`src/svpwm_pkg.sv`:
```
`timescale 1ns / 1ps
// ----------------------------------------------------------------------------
// svpwm_pkg
// shared constants, tables and helpers for the svpwm duty generator
// ----------------------------------------------------------------------------
package svpwm_pkg;

    // fraction bits of every q value
    localparam int QB = 24;

    // quotient bits produced by the divider before saturation
    localparam int QUO_W = 31;
    // divider depth: operand prep, one stage per quotient bit, output stage
    localparam int DIV_LAT = QUO_W + 2;

    localparam int CORDIC_STEPS = 24;
    // cordic runs in q30
    localparam int CORDIC_SH = 30 - QB;

    localparam logic signed [30:0] TURN_GAIN   = 31'sd683565276;
    localparam logic signed [33:0] CORDIC_GAIN = 34'sd652032874;
    localparam logic signed [33:0] CORDIC_RND  = 34'sd1 <<< (CORDIC_SH - 1);

    localparam logic signed [25:0] SQRT3_Q =
        26'((64'd1732051 << QB) / 64'd1000000);
    localparam logic signed [35:0] ONE_Q  = 36'sd1 <<< QB;
    localparam logic signed [39:0] HALF_Q = 40'sd1 <<< (QB - 1);
    localparam logic [23:0] DUTY_MAX = 24'(HALF_Q);

    localparam logic signed [31:0] SAT_MAX = 32'sh7fff_ffff;
    localparam logic signed [31:0] SAT_MIN = 32'sh8000_0000;

    // atan(2^-i) in units of 2^-32 turn
    localparam logic signed [32:0] ATAN_TURNS [CORDIC_STEPS] = '{
        33'sd536870912, 33'sd316933406, 33'sd167458907, 33'sd85004757,
        33'sd42667331,  33'sd21354465,  33'sd10679839,  33'sd5340245,
        33'sd2670163,   33'sd1335087,   33'sd667544,    33'sd333772,
        33'sd166886,    33'sd83443,     33'sd41722,     33'sd20861,
        33'sd10430,     33'sd5215,      33'sd2608,      33'sd1304,
        33'sd652,       33'sd326,       33'sd163,       33'sd81
    };

    // sector codes
    localparam logic [2:0] SECT_0 = 3'd0;
    localparam logic [2:0] SECT_1 = 3'd1;
    localparam logic [2:0] SECT_2 = 3'd2;
    localparam logic [2:0] SECT_3 = 3'd3;
    localparam logic [2:0] SECT_4 = 3'd4;
    localparam logic [2:0] SECT_5 = 3'd5;

    // indexed by {-t > beta, t > beta, beta > 0}
    localparam logic [2:0] SECTOR_MAP [8] = '{
        SECT_0, SECT_1, SECT_5, SECT_0, SECT_3, SECT_2, SECT_4, SECT_0
    };

    // quadrant codes
    localparam logic [1:0] QUAD_0 = 2'd0;
    localparam logic [1:0] QUAD_1 = 2'd1;
    localparam logic [1:0] QUAD_2 = 2'd2;
    localparam logic [1:0] QUAD_3 = 2'd3;

    // divide by 2^k, truncating toward zero
    function automatic logic signed [39:0] div_pow2(input logic signed [39:0] v,
                                                    input int unsigned k);
        logic signed [39:0] bias;
        bias = (v < 0) ? ((40'sd1 <<< k) - 40'sd1) : 40'sd0;
        return (v + bias) >>> k;
    endfunction

    // clamp to 0 .. one half period
    function automatic logic [23:0] clamp_duty(input logic signed [39:0] v);
        logic [23:0] r;
        if (v < 0)
        begin
            r = 24'd0;
        end
        else if (v > HALF_Q)
        begin
            r = DUTY_MAX;
        end
        else
        begin
            r = 24'(v);
        end
        return r;
    endfunction

endpackage

```
`src/svpwm_div.sv`:
```
`timescale 1ns / 1ps
// ----------------------------------------------------------------------------
// svpwm_div
// pipelined signed q divide, (num << QB) / den, saturated to 32 bits
// ----------------------------------------------------------------------------
module svpwm_div #(
    parameter int NUM_W = 35,
    parameter int DEN_W = 31
) (
    input  logic                    clk,
    input  logic                    en,
    input  logic signed [NUM_W-1:0] num,
    input  logic [DEN_W-1:0]        den,
    output logic signed [31:0]      quo
);

    localparam int QW  = svpwm_pkg::QUO_W;
    localparam int NW  = NUM_W + svpwm_pkg::QB;
    localparam int RW  = NW - QW;
    localparam int CW  = ((RW > DEN_W) ? RW : DEN_W) + 1;

    logic [NUM_W-1:0] mag;
    logic [NW-1:0]    scaled;
    logic [RW-1:0]    rem0;

    logic [DEN_W-1:0] rem_reg [QW+1];
    logic [QW-1:0]    quo_reg [QW+1];
    logic [QW-1:0]    lo_reg  [QW+1];
    logic [DEN_W-1:0] den_reg [QW+1];
    logic             sgn_reg [QW+1];
    logic             ovf_reg [QW+1];
    logic signed [31:0] out_reg;

    assign mag    = num[NUM_W-1] ? NUM_W'(-num) : NUM_W'(num);
    assign scaled = {mag, {svpwm_pkg::QB{1'b0}}};
    assign rem0   = scaled[NW-1:QW];

    // operand prep and overflow check
    always_ff @(posedge clk)
    begin
        if (en)
        begin
            rem_reg[0] <= DEN_W'(rem0);
            quo_reg[0] <= '0;
            lo_reg[0]  <= scaled[QW-1:0];
            den_reg[0] <= den;
            sgn_reg[0] <= num[NUM_W-1];
            ovf_reg[0] <= CW'(rem0) >= CW'(den);
        end
    end

    // one quotient bit per stage
    for (genvar k = 0; k < QW; k++)
    begin : g_step
        logic [DEN_W:0] trial;
        logic           take;
        assign trial = {rem_reg[k], lo_reg[k][QW-1-k]};
        assign take  = trial >= {1'b0, den_reg[k]};
        always_ff @(posedge clk)
        begin
            if (en)
            begin
                rem_reg[k+1] <= take ? DEN_W'(trial - {1'b0, den_reg[k]})
                                     : DEN_W'(trial);
                quo_reg[k+1] <= {quo_reg[k][QW-2:0], take};
                lo_reg[k+1]  <= lo_reg[k];
                den_reg[k+1] <= den_reg[k];
                sgn_reg[k+1] <= sgn_reg[k];
                ovf_reg[k+1] <= ovf_reg[k];
            end
        end
    end

    always_ff @(posedge clk)
    begin
        if (en)
        begin
            if (ovf_reg[QW])
            begin
                out_reg <= sgn_reg[QW] ? svpwm_pkg::SAT_MIN : svpwm_pkg::SAT_MAX;
            end
            else if (sgn_reg[QW])
            begin
                out_reg <= -$signed({1'b0, quo_reg[QW]});
            end
            else
            begin
                out_reg <= $signed({1'b0, quo_reg[QW]});
            end
        end
    end

    assign quo = out_reg;

endmodule

```
`config.mk`:
```
export PLATFORM = sky130hd
export DESIGN_NAME = svpwm_div
export DESIGN_NICKNAME = d
export VERILOG_FILES = /design/src/svpwm_pkg.sv /design/src/svpwm_div.sv
export SDC_FILE = /design/constraint.sdc
export NUM_CORES = 2
export LEC_CHECK = 0
export CORE_MARGIN = 4
export CORE_UTILIZATION = 65
export CTS_BUF_LIST = sky130_fd_sc_hd__clkbuf_4 sky130_fd_sc_hd__clkbuf_8 sky130_fd_sc_hd__clkbuf_16
export DETAILED_ROUTE_END_ITERATION = 10
export DONT_BUFFER_PORTS = 1
export GPL_TIMING_DRIVEN = 0
export PLACE_DENSITY = 0.83
export SYNTH_ARGS = -nofsm -noshare
export SYNTH_HDL_FRONTEND = slang
export SYNTH_SLANG_ARGS = --single-unit
export TNS_END_PERCENT = 5
```
`constraint.sdc`:
```
create_clock -name clk -period 4.79 [get_ports clk]
set_input_delay 0 -clock clk [delete_from_list [all_inputs] [get_ports clk]]
set_output_delay 0 -clock clk [all_outputs]
set_load 0.02 [all_outputs]
```
==> impl_metrics.tcl <==
set metrics [dict create \
    rows 169 \
    drt-initial-drc-count 11100 \
    count_of_h_tree_levels_built_during_cts 5 \
    fillers 14200 \
    tritoncts "built" \
    vdd_drop_max_uv 486 \
    dpl-instance-area_mm2 0.143 \
    yosysTopAreaCellShare_pct 54.8 \
    grt_setup_unrepaired "true" \
    internal_power_mw 64.8 \
    cts_buffer_depth 4 \
    grt_antenna_before_repair 7 \
    hold-path-endpoint "rem_reg[0][8]$_DFFE_PP_" \
    finalCriticalPeriod_ps 4820 \
    seqCellArea_mm2 0.0762 \
    area_overhead_vs_synth_pct 10.4 \
    total_switching_power_mw 40.9 \
    finClkSkew_ps 68.0 \
    synth_edf_count 2539 \
    fmaxAchievable_mhz 207 \
    pwr_density_cell_mw_per_mm2 688 \
    clk-insertion-delay-late_ps 940 \
    core_mm2 0.213 \
    synth_top_cells_by_area "edfxtp_1 55%, ha_1 8.9%, inv_1 3.3%" \
    routed_wl_um 341000 \
    yosys_warnings 0 \
    finalWeightedCongestion 0.985 \
    drt-pass1-iter-count 7 \
    total_leakage_power_nw 62.8 \
    io_buffers 0 \
    cell_chain_of_the_critical_path "dlygate4sd3_1 -> dlygate4sd3_1 -> nor2_1 -> nand3_1 -> or4_1 -> or4_4 -> o21ai_0 -> xnor2_1 -> ha_1 -> nand4_1 -> nor3_2 -> o21ai_0 -> nand2_1 -> nor3_1 -> o21ai_0 -> a21oi_1 -> a21oi_1 -> nor4_1 -> nor2_2" \
    cts_made_buffers 285 \
    route.detailed.drc 0 \
    synth_async_sr_flop_share_pct 0 \
    synth_nets 13200 \
    critPathRequiredTime_ps 5480 \
    routed-via-count 97800 \
    fin_util_pct 72.2 \
    synth_cells 12100 \
    groute.layer.met3.usage_pct 5.30 \
    cp_max_fo 4 \
    overall_fraction_of_global_route_tracks_in_use_pct 30.2 \
    failed_checks "slew limit, setup timing" \
    path_clk_slew_ps 70 \
    global_route.usage.met2_pct 47.8 \
    tightest_slew_ps 1640 \
    worst-r2r-setup-slack_ps 80 \
    critPathSlowestCell "dlygate4sd3_1" \
    netSwitchingFraction_pct 38.7 \
    grt_first_pass_wirelength_um 532000 \
    hold_violations 0 \
    post-cts-setup-buffer-count 0 \
    setup_slack_ps -29.5 \
    detail_route.vias_per_cell 6.26 \
    io_count 100 \
    hold_class "input pin to flop" \
    worstSetupStartpointType "input pin" \
    grt_start_max_net_pins 366 \
    post_synth_num_cell_types 104 \
    post-route-period-util_pct 101 \
    first_global_vias 95800 \
    share_seq_of_total_power_pct 34.3 \
    min_delay_path_depth 3 \
    timing.final.max_slew_violations 114 \
    fin_area_mm2 0.154 \
    comb_power_share_pct 45.4 \
    clockPowerShare_pct 20.3 \
    fin_total_pwr_mw 106 \
    grt_use_met1_pct 42.2 \
    worstSetupEndpointType "flop" \
    finalSetupViolations 1 \
    syn_area_mm2 0.139 \
    place.detailed.hpwl_um 246000 \
    largest_register_ffs 961 \
    effective_utilization_at_floorplan_pct 65.4 \
    busiest_layer "met2" \
    yosys_most_used_dff "edfxtp_1" \
    dieWidth_um 471 \
    worst_hold_startpoint "num[14]" \
    dp_slack_ps -326 \
    area_used_by_multi_input_combinational_logic_mm2 0.0571 \
    max_slew_margin_pct -9.22 \
    cts_root_buf "clkbuf_16" \
    yosys.area.top_type "edfxtp_1" \
    routedWlPerCell_um 21.8 \
    path_class "input pin to flop" \
    finish.net_count 13700 \
    critical_path_arrival_ps 5500 \
    die_y_um 471 \
    synth.avg_cell_area_um2 11.4 \
    grt_overflow 0 \
    status "complete, but fails checks" \
    worst_r2r_startpoint "lo_reg[6][24]$_DFFE_PP_" \
    highest_cell_delay_on_the_worst_timing_path_ps 640 \
    cts_sinks 2539 \
    postRouteAntennaNets 0 \
    ff2ff_path_depth 14 \
    die-area_mm2 0.221 \
    synth-seq-cells 2539 \
    drv.max_cap_violation_count 0 \
    worst_r2r_endpoint "rem_reg[7][13]$_DFFE_PP_" \
    critical-path-top-cell-by-count "o21ai_0" \
    drive_gt1_share_pct 6.89 \
    synth-seq-area-share_pct 54.8 \
]
[cells in the mapped netlist, types with 23 or more instances]
library cell     n
a2111oi_0       23
a211o_1         26
a211oi_1        68
a21boi_0        36
a21o_1         527
a21oi_1        875
a31oi_1        117
and2_1          39
and3_1         100
and4_1          24
buf_2           44
clkbuf_1       215
edfxtp_1      2539
fa_1            30
ha_1           988
inv_1         1233
mux2_1          50
mux2_2         274
mux2i_1         28
nand2_1        938
nand2b_1       148
nand3_1        183
nand4_1        137
nor2_1         594
nor2b_1        139
nor3_1         152
nor3b_1         23
nor4_1          37
o211ai_1        54
o21a_1         125
o21ai_0        848
o21ai_1         34
o21bai_1       113
o22ai_1         24
o31a_1          29
o31ai_1        103
or2_2           36
or3_1           49
xnor2_1        474
xor2_1         341
[layout by cell type, fill, tap and decap left out, types with 67 or more instances in the layout]
cell type,synthesis,final
edfxtp_1,2539,2539
inv_1,1233,1233
ha_1,988,988
nand2_1,938,938
a21oi_1,875,874
o21ai_0,848,848
nor2_1,594,593
a21o_1,527,527
xnor2_1,474,474
xor2_1,341,340
clkbuf_16,0,290
mux2_2,274,274
clkbuf_1,215,212
nand3_1,183,183
nor3_1,152,151
nand2b_1,148,148
nor2b_1,139,139
nand4_1,137,137
dlygate4sd3_1,0,135
o21a_1,125,125
a31oi_1,117,117
o21bai_1,113,113
o31ai_1,103,101
and3_1,100,100
a211oi_1,68,67
[through the flow]
stage                     hold WS (ps)  TNS (ps)  cells
after floorplan                   98.9         0  12100
after global placement            99.0    -18730  15000
after detailed placement          99.0     -8350  15000
after CTS                         1.88         0  15600
after global routing              62.7      -147  15600
final                             57.6     -29.5  15600
[layer usage]
metal	vias to the layer above	part of all wire, %	routed length, um
li1	45500	-	-
met2	4254	46	156000
met3	885	7.9	27100
met4	0	3.9	13300
met1	47200	43	145000
met5	-	0	0
[worst max-delay path by stage]
stage	start	endpoint	slack, ps	cells after the start
final	num[0]	ovf_reg[0]$_DFFE_PP_	-30	19
after global routing	den_reg[6][0]$_DFFE_PP_	rem_reg[25][16]$_DFFE_PP_	-60	12
after CTS	rem_reg[29][1]$_DFFE_PP_	rem_reg[30][18]$_DFFE_PP_	1	13
after detailed placement	rem_reg[10][2]$_DFFE_PP_	quo_reg[11][0]$_DFFE_PP_	-330	11
after global placement	den_reg[2][93]$_DFFE_PP_	rem_reg[12][25]$_DFFE_PP_	-830	12
after floorplan	num[8]	ovf_reg[0]$_DFFE_PP_	970	18
[kinds of logic after synthesis]
| kind of cell | Yosys count | synth area share [%] |
|---|---|---|
| AOI/OAI and AO/OA | 3232 | 14.6 |
| xor gates and xnor gates | 815 | 5.13 |
| adders and majority gates | 1018 | 9.32 |
| buffers and inverters | 1517 | 4.14 |
| DFF | 2539 | 54.8 |
| muxes | 352 | 2.83 |
| and+or+nand+nor | 2676 | 9.19 |
[critical path: cells and delay by family]
kind | cells | cell delay (ps)
adders and majority gates | 1 | 330
AOI/OAI and AO/OA | 5 | 1090
xor gates and xnor gates | 1 | 140
and+or+nand+nor | 10 | 2770
buffers and inverters | 2 | 1180
[power groups by stage]
| stage | Combinational [mW] | Clock [mW] | Sequential (mW) |
|---|---|---|---|
| floorplan | 34.8 | 0 | 34.7 |
| global placement | 44.7 | 0 | 36.5 |
| detailed placement | 46.4 | 0 | 36.5 |
| CTS | 47.2 | 21.8 | 36.2 |
| global route | 52.9 | 22.8 | 36.6 |
| finish | 48.0 | 21.4 | 36.2 |
[cell type report]
class                           count  area share [%]
Sequential cell                  2539            49.7
Multi-Input combinational cell   8093            37.2
Clock buffer                      324            4.89
Inverter                         1236            3.02
Tap cell                         2821            2.30
Timing Repair Buffer              151            1.15
Clock inverter                    169            1.02
Buffer                            281           0.735
Antenna cell                        3         0.00489
[repair_timing]
item / 4_1_cts / 5_1_grt
hold buffers: 135 / 2
endpoints found under the setup margin: 20 / 113
gates resized for setup: 3 / 16
endpoints found under the hold margin: 633 / 1
Power figures use the tool's default switching activity.
